--- src/hw/rtl/vorticity_jacobi_stencil_assert.svh ---
// Assertion macros used by the stencil top level.
`ifndef VORTICITY_JACOBI_STENCIL_ASSERT_SVH
`define VORTICITY_JACOBI_STENCIL_ASSERT_SVH

// Implication checked in the same cycle.
`define VJS_ASSERT_IMP(label, clk, rstn, ante, cons) \
    label: assert property (@(posedge clk) disable iff (!rstn) (ante) |-> (cons)) \
        else $error("assertion failed");

// Implication whose consequent is checked in the next cycle.
`define VJS_ASSERT_NXT(label, clk, rstn, ante, cons) \
    label: assert property (@(posedge clk) disable iff (!rstn) (ante) |=> (cons)) \
        else $error("assertion failed");

`endif

--- src/hw/rtl/vjs_pkg.sv ---
`default_nettype none
package vjs_pkg;

    localparam int DEF_MAX_COLS = 1024;
    localparam int DEF_MAX_ROWS = 4096;

    localparam logic [12:0] ROWS_RESET = 13'd64;
    localparam logic [9:0]  COLS_RESET = 10'd64;
    localparam logic [15:0] RE_RESET   = 16'd256;

    localparam logic [1:0] REG_ROWS = 2'd0;
    localparam logic [1:0] REG_COLS = 2'd1;
    localparam logic [1:0] REG_RE   = 2'd2;

    typedef enum logic [2:0] {
        ST_CLEAR,
        ST_IDLE,
        ST_LOAD,
        ST_MUL,
        ST_SCALE,
        ST_DONE
    } vjs_state_t;

    typedef struct packed {
        logic clr_we;
        logic accept;
        logic load;
        logic mul;
        logic scale;
        logic done;
        logic emit;
        logic last;
    } vjs_cmd_t;

    typedef struct packed {
        logic out_busy;
    } vjs_status_t;

    function automatic logic signed [31:0] sat32(input logic signed [63:0] x);
        logic signed [31:0] r;
        if (x > 64'sd2147483647) begin
            r = 32'sh7fffffff;
        end else if (x < -64'sd2147483648) begin
            r = 32'sh80000000;
        end else begin
            r = x[31:0];
        end
        return r;
    endfunction

endpackage
`default_nettype wire

--- src/hw/rtl/vjs_ctrl.sv ---
`default_nettype none
module vjs_ctrl
    import vjs_pkg::*;
#(
    parameter int MAX_COLS = DEF_MAX_COLS,
    parameter int MAX_ROWS = DEF_MAX_ROWS,
    localparam int CW = $clog2(MAX_COLS),
    localparam int RW = $clog2(MAX_ROWS + 2),
    localparam int AW = CW + 1
) (
    input  wire logic          aclk,
    input  wire logic          aresetn,
    input  wire logic          in_valid,
    output logic               in_ready,
    input  wire logic [12:0]   rows_cfg,
    input  wire logic [9:0]    cols_cfg,
    input  vjs_status_t        status,
    output vjs_cmd_t           cmd,
    output logic [AW-1:0]      mem_addr,
    output logic [AW-1:0]      prev_addr,
    output logic [12:0]        out_row,
    output logic [9:0]         out_col
);

    vjs_state_t state_reg, state_next;
    logic [AW-1:0] clr_reg, clr_next;
    logic [RW-1:0] r_reg, r_next;
    logic [CW-1:0] c_reg, c_next;
    logic emit_reg, emit_next, last_reg, last_next;
    logic [12:0] orow_reg, orow_next;
    logic [9:0] ocol_reg, ocol_next;
    logic [31:0] m32, n32, r32, c32;
    logic acc;

    always_comb begin
        m32 = 32'(rows_cfg);
        if (m32 < 32'd1) m32 = 32'd1;
        if (m32 > 32'(MAX_ROWS)) m32 = 32'(MAX_ROWS);
        n32 = 32'(cols_cfg);
        if (n32 < 32'd1) n32 = 32'd1;
        if (n32 > 32'(MAX_COLS - 2)) n32 = 32'(MAX_COLS - 2);
        r32 = 32'(r_reg);
        c32 = 32'(c_reg);
    end

    assign in_ready  = (state_reg == ST_IDLE);
    assign acc       = in_ready && in_valid;
    assign mem_addr  = (state_reg == ST_CLEAR) ? clr_reg : {r_reg[0], c_reg};
    assign prev_addr = {~r_reg[0], c_reg};
    assign out_row   = orow_reg;
    assign out_col   = ocol_reg;

    always_ff @(posedge aclk) begin
        if (!aresetn) begin
            state_reg <= ST_CLEAR;
            clr_reg   <= '0;
            r_reg     <= '0;
            c_reg     <= '0;
            emit_reg  <= 1'b0;
            last_reg  <= 1'b0;
        end else begin
            state_reg <= state_next;
            clr_reg   <= clr_next;
            r_reg     <= r_next;
            c_reg     <= c_next;
            emit_reg  <= emit_next;
            last_reg  <= last_next;
        end
        orow_reg <= orow_next;
        ocol_reg <= ocol_next;
    end

    always_comb begin
        state_next = state_reg;
        clr_next   = clr_reg;
        r_next     = r_reg;
        c_next     = c_reg;
        emit_next  = emit_reg;
        last_next  = last_reg;
        orow_next  = orow_reg;
        ocol_next  = ocol_reg;
        cmd        = '0;
        cmd.emit   = emit_reg;
        cmd.last   = last_reg;
        unique case (state_reg)
            ST_CLEAR: begin
                cmd.clr_we = 1'b1;
                clr_next   = clr_reg + 1'b1;
                if (&clr_reg) state_next = ST_IDLE;
            end
            ST_IDLE: begin
                if (acc) begin
                    cmd.accept = 1'b1;
                    emit_next = (r32 >= 32'd2) && (r32 <= m32 + 32'd1) &&
                                (c32 >= 32'd2) && (c32 <= n32 + 32'd1);
                    last_next = (r32 == m32 + 32'd1) && (c32 == n32 + 32'd1);
                    orow_next = 13'(r32 - 32'd1);
                    ocol_next = 10'(c32 - 32'd1);
                    // Raster advance, wrapping at the end of a row and of the grid.
                    if (c32 >= n32 + 32'd1) begin
                        c_next = '0;
                        if (r32 >= m32 + 32'd1) r_next = '0;
                        else r_next = r_reg + 1'b1;
                    end else begin
                        c_next = c_reg + 1'b1;
                    end
                    state_next = ST_LOAD;
                end
            end
            ST_LOAD: begin
                cmd.load   = 1'b1;
                state_next = ST_MUL;
            end
            ST_MUL: begin
                cmd.mul    = 1'b1;
                state_next = ST_SCALE;
            end
            ST_SCALE: begin
                cmd.scale  = 1'b1;
                state_next = ST_DONE;
            end
            ST_DONE: begin
                // Hold while a finished word still waits at the output.
                if (!(emit_reg && status.out_busy)) begin
                    cmd.done   = 1'b1;
                    state_next = ST_IDLE;
                end
            end
            default: state_next = ST_IDLE;
        endcase
    end

endmodule
`default_nettype wire

--- config.mk ---
export PLATFORM = sky130hd
export DESIGN_NAME = vjs_ctrl
export DESIGN_NICKNAME = d
export VERILOG_FILES = /design/src/hw/rtl/vorticity_jacobi_stencil_assert.svh /design/src/hw/rtl/vjs_pkg.sv /design/src/hw/rtl/vjs_ctrl.sv
export SDC_FILE = /design/constraint.sdc
export NUM_CORES = 1
export LEC_CHECK = 0
export BUFFER_PORTS_ARGS = -buffer_cell sky130_fd_sc_hd__buf_2
export CORE_UTILIZATION = 45
export CTS_BUF_LIST = sky130_fd_sc_hd__clkbuf_16
export CTS_CLUSTER_SIZE = 28
export DETAILED_ROUTE_END_ITERATION = 7
export GPL_TIMING_DRIVEN = 0
export HOLD_SLACK_MARGIN = 0.03
export PLACE_DENSITY = 0.67
export SYNTH_ARGS = -nofsm -noshare
export SYNTH_HDL_FRONTEND = slang
export SYNTH_SLANG_ARGS = --single-unit
export TNS_END_PERCENT = 100
--- constraint.sdc ---
create_clock -name aclk -period 7.19 [get_ports aclk]
set_clock_uncertainty 0.05 [all_clocks]
set_input_delay 1.438 -clock aclk [delete_from_list [all_inputs] [get_ports aclk]]
set_output_delay 1.438 -clock aclk [all_outputs]
set_load 0.02 [all_outputs]
==> key figures, run 1 <==
Critical path
  – R2R setup slack: 4.49 ns
  – Largest stage delay, worst path: 0.52 ns
  – WS Path Type: input pin to flop
  – Worst Setup Start Kind: input pin
  – Cell type of the slowest stage on the worst timing path: or4_1
  – WP data required: 7.40 ns
  – Worst-path cell chain: buf_2 > nor4_1 > nand3_1 > a21oi_1 > ha_1 > nand3_1 > or3_1 > a21o_1 > ha_1 > and4_1 > and4_1 > nand3b_1 > or2_0 > buf_2 > or4_1 > o211ai_1
  – Critical Path End Type: flop
  – CP Buf/Inv Count: 2
  – WP data arrival: 5.09 ns
  – Cell family with most CP delay: simple AND/OR/NAND/NOR gates
  – Worst-path fanout max: 10

Drt
  – Met2 wire len: 4.805 mm
  – Detailed Routing Iterations Pass 1: 4
  – Via-to-Cell Ratio: 5.508
  – DR iter-0 viols: 160
  – DRC errors left: 0
  – Routed len/inst: 14.35 um
  – Post-Route WL: 9.944 mm
  – Vias: 3817
  – ANT nets after route: 0
  – Met3 routed WL: 427 um
  – Top layer in use: met4
  – Wl on met1: 4.558 mm

Cells and area
  – Share of cells above drive strength 1: 22.34%
  – Final Cell Area: 5041 um^2
  – Final net count: 635
  – Antenna cell count: 0
  – Final Non-Filler Cells: 693
  – Fill cell count: 833
  – Area Growth Syn to Fin: 19.24%

Placement
  – Port buffer count: 79
  – Placer's final routability congestion estimate: 0.8324
  – Cell Area, Placed: 4762 um^2
  – DP HPWL: 7.554 mm
  – Pre-CTS WS: 1.982 ns
  – Post-placement cell count: 677

Clocking
  – Clk buf depth: 2
  – CTS tree: built
  – Sink Count: 62
  – Clk_lat worst skew: 0.34 ns
  – Post-CTS Setup Inserts: 0
  – Clock buffer count from CTS: 9
  – Worst-path clk slew: 0.06 ns
  – Clock root cell: clkbuf_16
  – H-tree depth: 3
  – Hold-fix buffers at CTS: 0
  – CTS resizes: 0

Floorplan
  – Die Y: 98.93 um
  – Row count: 35
  – Area of the die: 9787 um^2
  – Core area: 9153 um^2
  – Initial Util: 46.19%
  – Die W: 98.93 um
  – I/O pin count: 81

Yosys
  – Post-Syn Nets: 545
  – Synth cell types: 59
  – Yosys warns: 0
  – Yosys reg bits: 62
  – Post-synth EDFFs: 23
  – FFs w/ async S/R, synth: 0%
  – Syn Inst Count: 487
  – Post-Syn Area: 4228 um^2
  – Register area share after synthesis: 34.80%
  – Post-synth top flop: dfxtp_1
  – Syn Area/Cell: 8.681 um^2

Timing
  – Final hold vios: 0
  – Max_slew headroom: 66.17%
  – RSZ-0062 raised after global routing: no
  – Setup slack after layout: 2.306 ns
  – Slew Viols, Final: 0
  – Final setup TNS: 0 ns
  – Max frequency: 0.2048 GHz
  – Crit path time final: 4.884 ns
  – Setup violators final: 0
  – Final Cycle Share: 67.93%
  – Worst-margin pin slew: 0.5022 ns

Pwr
  – Pwr dens: 169.7 nW/um^2
  – Leakage Power: 2.102 nW
  – VDD IR max: 0.0001101 V

Global routing
  – GRT Residual Overflow: 0
  – Pin count of the biggest net entering global routing: 32
  – Vias in the first global route: 3433
  – Antenna violations before repair: 0
  – First-pass GRT wire length: 16.21 mm
  – GRT Total Usage: 20.94%

Min path
  – Min-delay worst type: flop to flop

Flow run
  – Max-cap violations: 0

Status
  – Outcome: finished clean
[worst paths after layout]
check | from | to | cells past startpoint
hold reg to reg | last_reg | last_reg | 2
setup / recovery | rows_cfg[3] | r_reg[9] | 16
setup reg to reg | c_reg[0] | r_reg[10] | 10
hold / removal | last_reg | last_reg | 2
[area by class of cell]
cell class                      instances  area, um^2  share of cell area [%]
Timing Repair Buffer                   79       395.4                   7.843
Multi-Input combinational cell        374        2517                   49.94
Buffer                                 27       143.9                   2.854
Clock inverter                          7       53.80                   1.067
Tap cell                              111       138.9                   2.755
Clock buffer                            9       225.2                   4.468
Inverter                               24       95.09                   1.886
Sequential cell                        62        1471                   29.19
[cell usage in the layout (no fill, tap or decap), drive strengths merged, types with 3 or more instances in the layout]
cell / Yosys / layout
a21o: 7 / 7
a21oi: 19 / 19
and2: 7 / 7
and3: 8 / 8
and4: 5 / 5
buf: 12 / 91
clkbuf: 15 / 24
dfxtp: 39 / 39
edfxtp: 23 / 23
ha: 31 / 31
inv: 22 / 27
mux2: 7 / 7
mux2i: 3 / 3
nand2: 46 / 46
nand2b: 8 / 8
nand3: 28 / 28
nand4: 17 / 17
nor2: 43 / 43
nor2b: 5 / 5
nor3: 15 / 15
nor4: 6 / 6
o211ai: 8 / 8
o21a: 3 / 3
o21ai: 15 / 15
o21bai: 3 / 3
o31ai: 3 / 3
or2: 6 / 6
or3: 7 / 7
or4: 6 / 6
xnor2: 28 / 28
xor2: 21 / 21
[report_power, final]
| group | total [mW] | internal, mW | switching (mW) | leakage, nW |
|---|---|---|---|---|
| Combinational | 0.0761 | 0.0319 | 0.0442 | 1.47 |
| Clock | 0.410 | 0.237 | 0.173 | 0.134 |
| Sequential | 0.369 | 0.365 | 0.00384 | 0.497 |
| Total | 0.855 | 0.634 | 0.221 | 2.10 |
[stage by stage]
stage          hold slack [ns]  util [%]  power (mW)
2_1_floorplan           0.3823         -      0.4261
3_3_place_gp            0.3908     52.03      0.4502
6_report                0.4075     55.08      0.8554
5_1_grt                 0.4339     55.08      0.8861
3_5_place_dp            0.4025     52.03      0.4522
4_1_cts                 0.4104     55.08      0.8592
[cell families after synthesis]
family / synth area share, %
AO/OA/AOI/OAI: 10.83
XOR/XNOR: 10.15
adder cells (fa/ha/maj): 9.174
buffers and inverters: 5.652
flip-flops: 34.80
multiplexers: 2.575
AND/OR/NAND/NOR: 26.81
[worst register-to-register path, cell delays in order, from the launching register on]
cell and delay [ns]:
dfxtp_1 0.36, clkbuf_1 0.26, inv_1 0.21, ha_1 0.33, nand4_1 0.11, and3b_1 0.21
o211ai_4 0.33, nand2_4 0.11, buf_6 0.16, or4_1 0.46, nand3_1 0.09
[cell usage after synthesis (3+ instances only)]
| library cell | count | area, um^2 |
|---|---|---|
| o21a_1 | 3 | 22.52 |
| o31ai_1 | 3 | 22.52 |
| mux2_2 | 7 | 78.83 |
| mux2i_1 | 3 | 30.03 |
| edfxtp_1 | 23 | 690.7 |
| buf_2 | 7 | 35.03 |
| or4_1 | 6 | 45.04 |
| o21bai_1 | 3 | 22.52 |
| nand2b_1 | 8 | 50.05 |
| nand4_1 | 17 | 106.4 |
| a21oi_1 | 18 | 90.09 |
| nor3_1 | 15 | 75.07 |
| o21ai_0 | 15 | 75.07 |
| and4_1 | 5 | 43.79 |
| nand2_1 | 44 | 165.2 |
| and3_1 | 7 | 43.79 |
| nand3_1 | 28 | 140.1 |
| nor2_1 | 43 | 161.4 |
| a21o_1 | 7 | 52.55 |
| ha_1 | 31 | 387.9 |
| xor2_1 | 21 | 183.9 |
| and2_1 | 4 | 25.02 |
| inv_1 | 22 | 82.58 |
| or3_1 | 7 | 43.79 |
| nor4_1 | 6 | 37.54 |
| o211ai_1 | 7 | 52.55 |
| clkbuf_1 | 15 | 56.30 |
| or2_2 | 5 | 31.28 |
| dfxtp_1 | 39 | 780.8 |
| xnor2_1 | 28 | 245.2 |
| nor2b_1 | 5 | 31.28 |
[layer usage]
| metal | GRT usage [%] | vias up |
|---|---|---|
| li1 | - | 1916 |
| met1 | 27.09 | 1781 |
| met2 | 34.27 | 102 |
| met3 | 4.255 | 18 |
| met4 | 8.266 | 0 |
| met5 | 0 | - |
Note: power is estimated with default switching activity, not from simulation.
==> inputs of run 2 (changes only) <==
Settings changed: ABC_AREA set to 1.
Clock period 7.19 ns to 5 ns, I/O delays scaled along.
==> run 2 against run 1 <==
Compared with the run above: clock-buffer cell count up 1; critical endpoint is now r_reg[2]; total power rose by 51%; final cell count grew 24%; critical path type unchanged.
==> key figures, run 2 <==
Timing
  – Crit path time final: 3.938 ns
  – Max_slew headroom: 60.86%
  – Slew Viols, Final: 0
  – Final Cycle Share: 78.76%
  – Worst-margin pin slew: 0.5871 ns
  – Setup violators final: 0
  – Final hold vios: 0
  – Final setup TNS: 0 ns
  – Max frequency: 0.2539 GHz
  – RSZ-0062 raised after global routing: no

Drt
  – Vias: 4336
  – DRC errors left: 0
  – DR iter-0 viols: 195
  – Detailed Routing Iterations Pass 1: 5
  – Routed len/inst: 12.41 um
  – ANT nets after route: 0
  – Via-to-Cell Ratio: 5.030
  – Post-Route WL: 10.69 mm

Clocking
  – Clock buffer count from CTS: 9
  – CTS tree: built
  – Hold-fix buffers at CTS: 0
  – Sink Count: 62
  – Clk_lat worst skew: 0.33 ns
  – Worst-path clk slew: 0.05 ns
  – CTS resizes: 0
  – H-tree depth: 3
  – Post-CTS Setup Inserts: 0
  – Clk buf depth: 2
  – Clock root cell: clkbuf_16

Critical path
  – Worst-path fanout max: 8
  – WS Path Type: input pin to flop
  – Worst Setup Start Kind: input pin
  – WP data arrival: 4.11 ns
  – WP data required: 5.17 ns
  – R2r worst-path depth: 9
  – Critical Path End Type: flop

Global routing
  – GRT Total Usage: 21.88%
  – First-pass GRT wire length: 18.04 mm
  – GRT Residual Overflow: 0
  – Met3 usage: 3.967%
  – Pin count of the biggest net entering global routing: 34
  – GR peak layer: met2
  – Vias in the first global route: 3993
  – Grt met2 use: 35.42%
  – Met1 Use GR: 30.03%
  – Antenna violations before repair: 0

Yosys
  – Top cell type's share of synthesized area: 17.34%
  – Syn Inst Count: 635
  – Largest area contributor in the synthesized netlist: dfxtp_1
  – Count leader, synth: nand2_1
  – FFs w/ async S/R, synth: 0%
  – Yosys reg bits: 62
  – Post-Syn Nets: 693
  – Post-Synth Simple-Gate Area: 35.05%
  – Adder-cell share of the synthesized area: 8.616%
  – Register area share after synthesis: 32.68%
  – Largest family of logic cells by synthesized area: simple AND/OR/NAND/NOR gates
  – Post-synth top flop: dfxtp_1
  – Yosys warns: 0
  – Post-Syn Area: 4502 um^2
  – Top cells by count, synth: nand2_1 (140), nor2_1 (85), inv_1 (77), nand3_1 (42), dfxtp_1 (39)
  – Syn Area/Cell: 7.089 um^2
  – Compound-Gate Fraction of Synth Area: 7.782%
  – Multiplexer share of the synthesized area: 0%
  – Synth cell types: 39
  – Post-synth EDFFs: 23
  – Top post-synthesis cells by area: dfxtp_1 (17%), edfxtp_1 (15%), nand2_1 (12%), ha_1 (8.6%), nor2_1 (7.1%)
  – Synth Area in XOR/XNOR: 6.809%

Cells and area
  – Final Cell Area: 5386 um^2
  – Share of cells above drive strength 1: 18.93%
  – Antenna cell count: 0
  – Fill cell count: 972
  – Most common cell after layout, fill and taps aside: nand2_1
  – Area Growth Syn to Fin: 19.65%
  – Commonest non-fill, non-tap cells in the layout: nand2_1 (140), nor2_1 (85), buf_2 (83)
  – Final net count: 783

Min path
  – Hold Crit Depth: 2
  – Min-delay worst type: flop to flop

Floorplan
  – Row count: 36
  – Die W: 102.0 um
  – Area of the die: 10410 um^2
  – Core area: 9729 um^2
  – I/O pin count: 81
  – Die Y: 102.0 um
  – Initial Util: 46.27%

Placement
  – Cell Area, Placed: 5064 um^2
  – DP HPWL: 8.285 mm
  – Port buffer count: 79
  – Placer's final routability congestion estimate: 0.8637

Pwr
  – Leakage Power: 2.501 nW
  – VDD IR max: 0.0001525 V
  – Pwr dens: 239.1 nW/um^2

Flow run
  – Max-cap violations: 0

Status
  – Outcome: finished clean
run 2: changes by cell type after synthesis, sizes merged, moves of 10 or more:
cell,before,now
nand2,46,147
inv,22,83
nor2,43,94
nand3,28,46
xnor2,28,10
o21ai,15,28
nor3,15,27
clkbuf,15,4
a21oi,19,29
run 2: worst paths after layout:
path	start	end	slack, ns
setup / recovery	rows_cfg[3]	r_reg[2]	1.06
hold / removal	last_reg	last_reg	0.43
hold reg to reg	last_reg	last_reg	0.43
setup reg to reg	r_reg[0]	r_reg[2]	2.83
run 2: metal layers:
layer | part of all wire, % | wire (um)
met1 | 49 | 5253
met2 | 45 | 4864
met3 | 4.5 | 481
met4 | 0.88 | 94
met5 | 0 | 0
run 2: final cells by class:
type / count / area (um^2) / share of cell area, %
plain buffers: 15 / 92.59 / 1.719
flip-flops and latches: 62 / 1471 / 27.32
clock buffers: 10 / 250.2 / 4.646
well taps: 133 / 166.4 / 3.089
inverters: 84 / 315.3 / 5.854
repair buffers: 79 / 395.4 / 7.340
multi-input cells: 474 / 2623 / 48.69
clock inverters: 5 / 72.57 / 1.347
run 2: stage by stage:
stage	std cells	power [mW]	hold slack (ns)	setup slack (ns)	utilization [%]
6_report	862	1.288	0.4305	1.062	55.36
3_5_place_dp	847	0.6228	0.4211	0.7096	52.04
5_1_grt	862	1.332	0.4749	0.6245	55.36
4_1_cts	862	1.295	0.4315	1.021	55.36
3_3_place_gp	847	0.6200	0.4061	0.7505	52.04
2_1_floorplan	635	0.5897	0.3949	1.423	-
run 2: cell families after synthesis:
| kind of cell | Yosys count |
|---|---|
| XOR/XNOR | 35 |
| adder cells (fa/ha/maj) | 31 |
| flip-flops | 62 |
| AO/OA/AOI/OAI | 64 |
| AND/OR/NAND/NOR | 344 |
| buffers and inverters | 99 |
run 2: critical path: stages:
cell      delay (ns)
buf_2           0.13
nor2_1          0.14
nand3_1         0.09
nor2_1          0.09
nand4_1         0.11
nand2_1         0.11
inv_1           0.08
nor2_1          0.11
ha_1            0.27
nand2_1         0.09
nand3b_1        0.18
nor2_1          0.18
xnor2_1         0.09
ha_1            0.28
nand2_1         0.04
nor3b_1         0.31
nand3_1         0.34
nand4_1         0.22
nand2_2         0.10
inv_2           0.09
nor2_1          0.05
run 2: where the power goes:
part           leakage [nW]  switching (mW)  internal (mW)  total [mW]
clock                 0.165           0.216          0.459       0.675
combinational          1.82          0.0559         0.0327      0.0886
sequential            0.515         0.00170          0.522       0.524
total                  2.50           0.274           1.01        1.29
==> inputs of run 3 (changes only) <==
Clock period 5 ns to 4.1 ns, I/O delays scaled along.
==> run 3 against run 2 <==
Compared with the run above: final cell count is the same; via count grew 0.53%; largest cell class unchanged; register-to-register slack got worse by 0.88 ns; setup slack worse by 0.66 ns; critical endpoint unchanged; global-route usage is the same; final area is 0.16% higher; sequential power is 22% higher; first-iteration DRC count rose by 5.1%; sequential share of layout area barely moved; critical path depth is the same; critical path type unchanged; clock power up 22%.
==> key figures, run 3 (same netlist as run 2, synthesis figures left out) <==
Timing
  – Max frequency: 0.2706 GHz
  – Final hold vios: 0
  – Setup violators final: 0
  – RSZ-0062 raised after global routing: no
  – Setup slack after layout: 0.4050 ns
  – Worst-margin pin slew: 0.5229 ns
  – Final Cycle Share: 90.12%
  – Max_slew headroom: 64.82%
  – Final setup TNS: 0 ns
  – Slew Viols, Final: 0
  – Crit path time final: 3.695 ns

Pwr
  – Comb pwr share: 6.9%
  – VDD IR max: 0.0001854 V
  – Clock power share: 52.4%
  – Pint: 1.237 mW
  – Sequential power share: 40.7%
  – Design Power: 1.570 mW
  – Leakage Power: 2.502 nW
  – Switching share of power: 21.21%
  – Pwr dens: 290.9 nW/um^2
  – Switching pwr: 332.9 uW

Critical path
  – Worst Setup Start Kind: input pin
  – WP data required: 4.27 ns
  – FF-to-FF Start: c_reg[0]
  – Worst-path fanout max: 8
  – R2R setup slack: 1.95 ns
  – WP data arrival: 3.86 ns
  – R2r worst-path depth: 11
  – Reg2reg end: r_reg[12]
  – WS Path Type: input pin to flop
  – Critical Path End Type: flop

Drt
  – Routed len/inst: 12.45 um
  – DRC errors left: 0
  – Detailed Routing Iterations Pass 1: 5
  – ANT nets after route: 0
  – Vias: 4359
  – Via-to-Cell Ratio: 5.057
  – Post-Route WL: 10.73 mm
  – DR iter-0 viols: 205

Cells and area
  – Most common cell after layout, fill and taps aside: nand2_1
  – Final Cell Area: 5395 um^2
  – Commonest non-fill, non-tap cells in the layout: nand2_1 (140), nor2_1 (85), buf_2 (83)
  – Antenna cell count: 0
  – Final Non-Filler Cells: 862
  – Final net count: 783
  – Share of cells above drive strength 1: 19.20%
  – Area Growth Syn to Fin: 19.84%

Global routing
  – Pin count of the biggest net entering global routing: 34
  – Antenna violations before repair: 0
  – First-pass GRT wire length: 18.04 mm
  – Vias in the first global route: 3993
  – GRT Residual Overflow: 0
  – GRT Total Usage: 21.88%

Placement
  – DP HPWL: 8.285 mm
  – Port buffer count: 79
  – Cell Area, Placed: 5064 um^2
  – Post-placement cell count: 847
  – Pre-CTS WS: -0.01038 ns
  – Placer's final routability congestion estimate: 0.8637

Status
  – Outcome: finished clean

Clocking
  – Hold-fix buffers at CTS: 0
  – Worst-path clk slew: 0.05 ns
  – CTS tree: built
  – H-tree depth: 3
  – Clk buf depth: 2
  – Clock root cell: clkbuf_16
  – Sink Count: 62
  – Clock buffer count from CTS: 9
  – Clk_lat worst skew: 0.33 ns

Flow run
  – Max-cap violations: 0

Min path
  – Hold Crit Depth: 2
  – Min-delay worst type: flop to flop
  – Hold Startpoint: last_reg
  – WHS Endpoint: last_reg

Floorplan
  – Initial Util: 46.27%
  – I/O pin count: 81
  – Die W: 102.0 um
  – Core area: 9729 um^2
  – Area of the die: 10410 um^2
  – Die Y: 102.0 um
  – Row count: 36
## run 3: cell count changes in the layout (fill, tap and decap cells not counted)
| cell | change |
|---|---|
| nand3_2 | +1 |
| nand3_1 | -1 |
| a21oi_2 | +1 |
| a21oi_1 | -1 |
## run 3: worst max-delay path by stage
stage / from / end / cells past startpoint
floorplan: rows_cfg[9] / r_reg[10] / 21
finish: rows_cfg[3] / r_reg[2] / 21
detailed placement: rows_cfg[3] / r_reg[2] / 21
global placement: rows_cfg[3] / r_reg[3] / 21
global route: rows_cfg[3] / r_reg[10] / 21
CTS: rows_cfg[3] / r_reg[2] / 21
## run 3: routing by layer
layer,global-route usage (%),wire [um],vias to the layer above,part of all wire [%]
li1,-,-,2259,-
met1,30.03,5276,1965,49
met2,35.42,4875,128,45
met3,3.967,504,7,4.7
met4,5.824,74,0,0.69
met5,0,0,-,0
## run 3: power by group through the flow
stage | Combinational, mW | Clock, mW | Sequential (mW)
5_1_grt | 0.125 | 0.862 | 0.639
4_1_cts | 0.109 | 0.832 | 0.639
2_1_floorplan | 0.0682 | 0 | 0.651
6_report | 0.109 | 0.822 | 0.639
3_5_place_dp | 0.108 | 0 | 0.651
3_3_place_gp | 0.105 | 0 | 0.651
## run 3: cell type report
type,instances,area (um^2)
Buffer,15,92.59
Sequential cell,62,1471
Clock inverter,5,72.57
Clock buffer,10,250.2
Multi-Input combinational cell,474,2631
Timing Repair Buffer,79,395.4
Fill cell,972,4334
Tap cell,133,166.4
Inverter,84,315.3
## run 3: what timing repair did
item / in CTS / in global routing
setup endpoints to repair: 0 / 6
gates resized for setup: 0 / 2
endpoints found under the hold margin: 0 / 0
buffers inserted: 0 / 0
## run 3: critical path, stage by stage
cell	delay (ns)
buf_2	0.13
nor2_1	0.14
nand3_1	0.09
nor2_1	0.09
nand4_1	0.11
nand2_1	0.11
inv_1	0.08
nor2_1	0.11
ha_1	0.27
nand2_1	0.09
nand3b_1	0.18
nor2_1	0.18
xnor2_1	0.09
ha_1	0.28
nand2_1	0.04
nor3b_1	0.35
nand3_2	0.26
nand4_1	0.19
nand2_2	0.10
inv_2	0.09
nor2_1	0.05
## run 3: stage by stage
stage          hold WS (ns)  util, %
6_report             0.4309    55.45
5_1_grt              0.4749    55.45
4_1_cts              0.4315    55.36
3_5_place_dp         0.4211    52.04
3_3_place_gp         0.4061    52.04
2_1_floorplan        0.3949        -
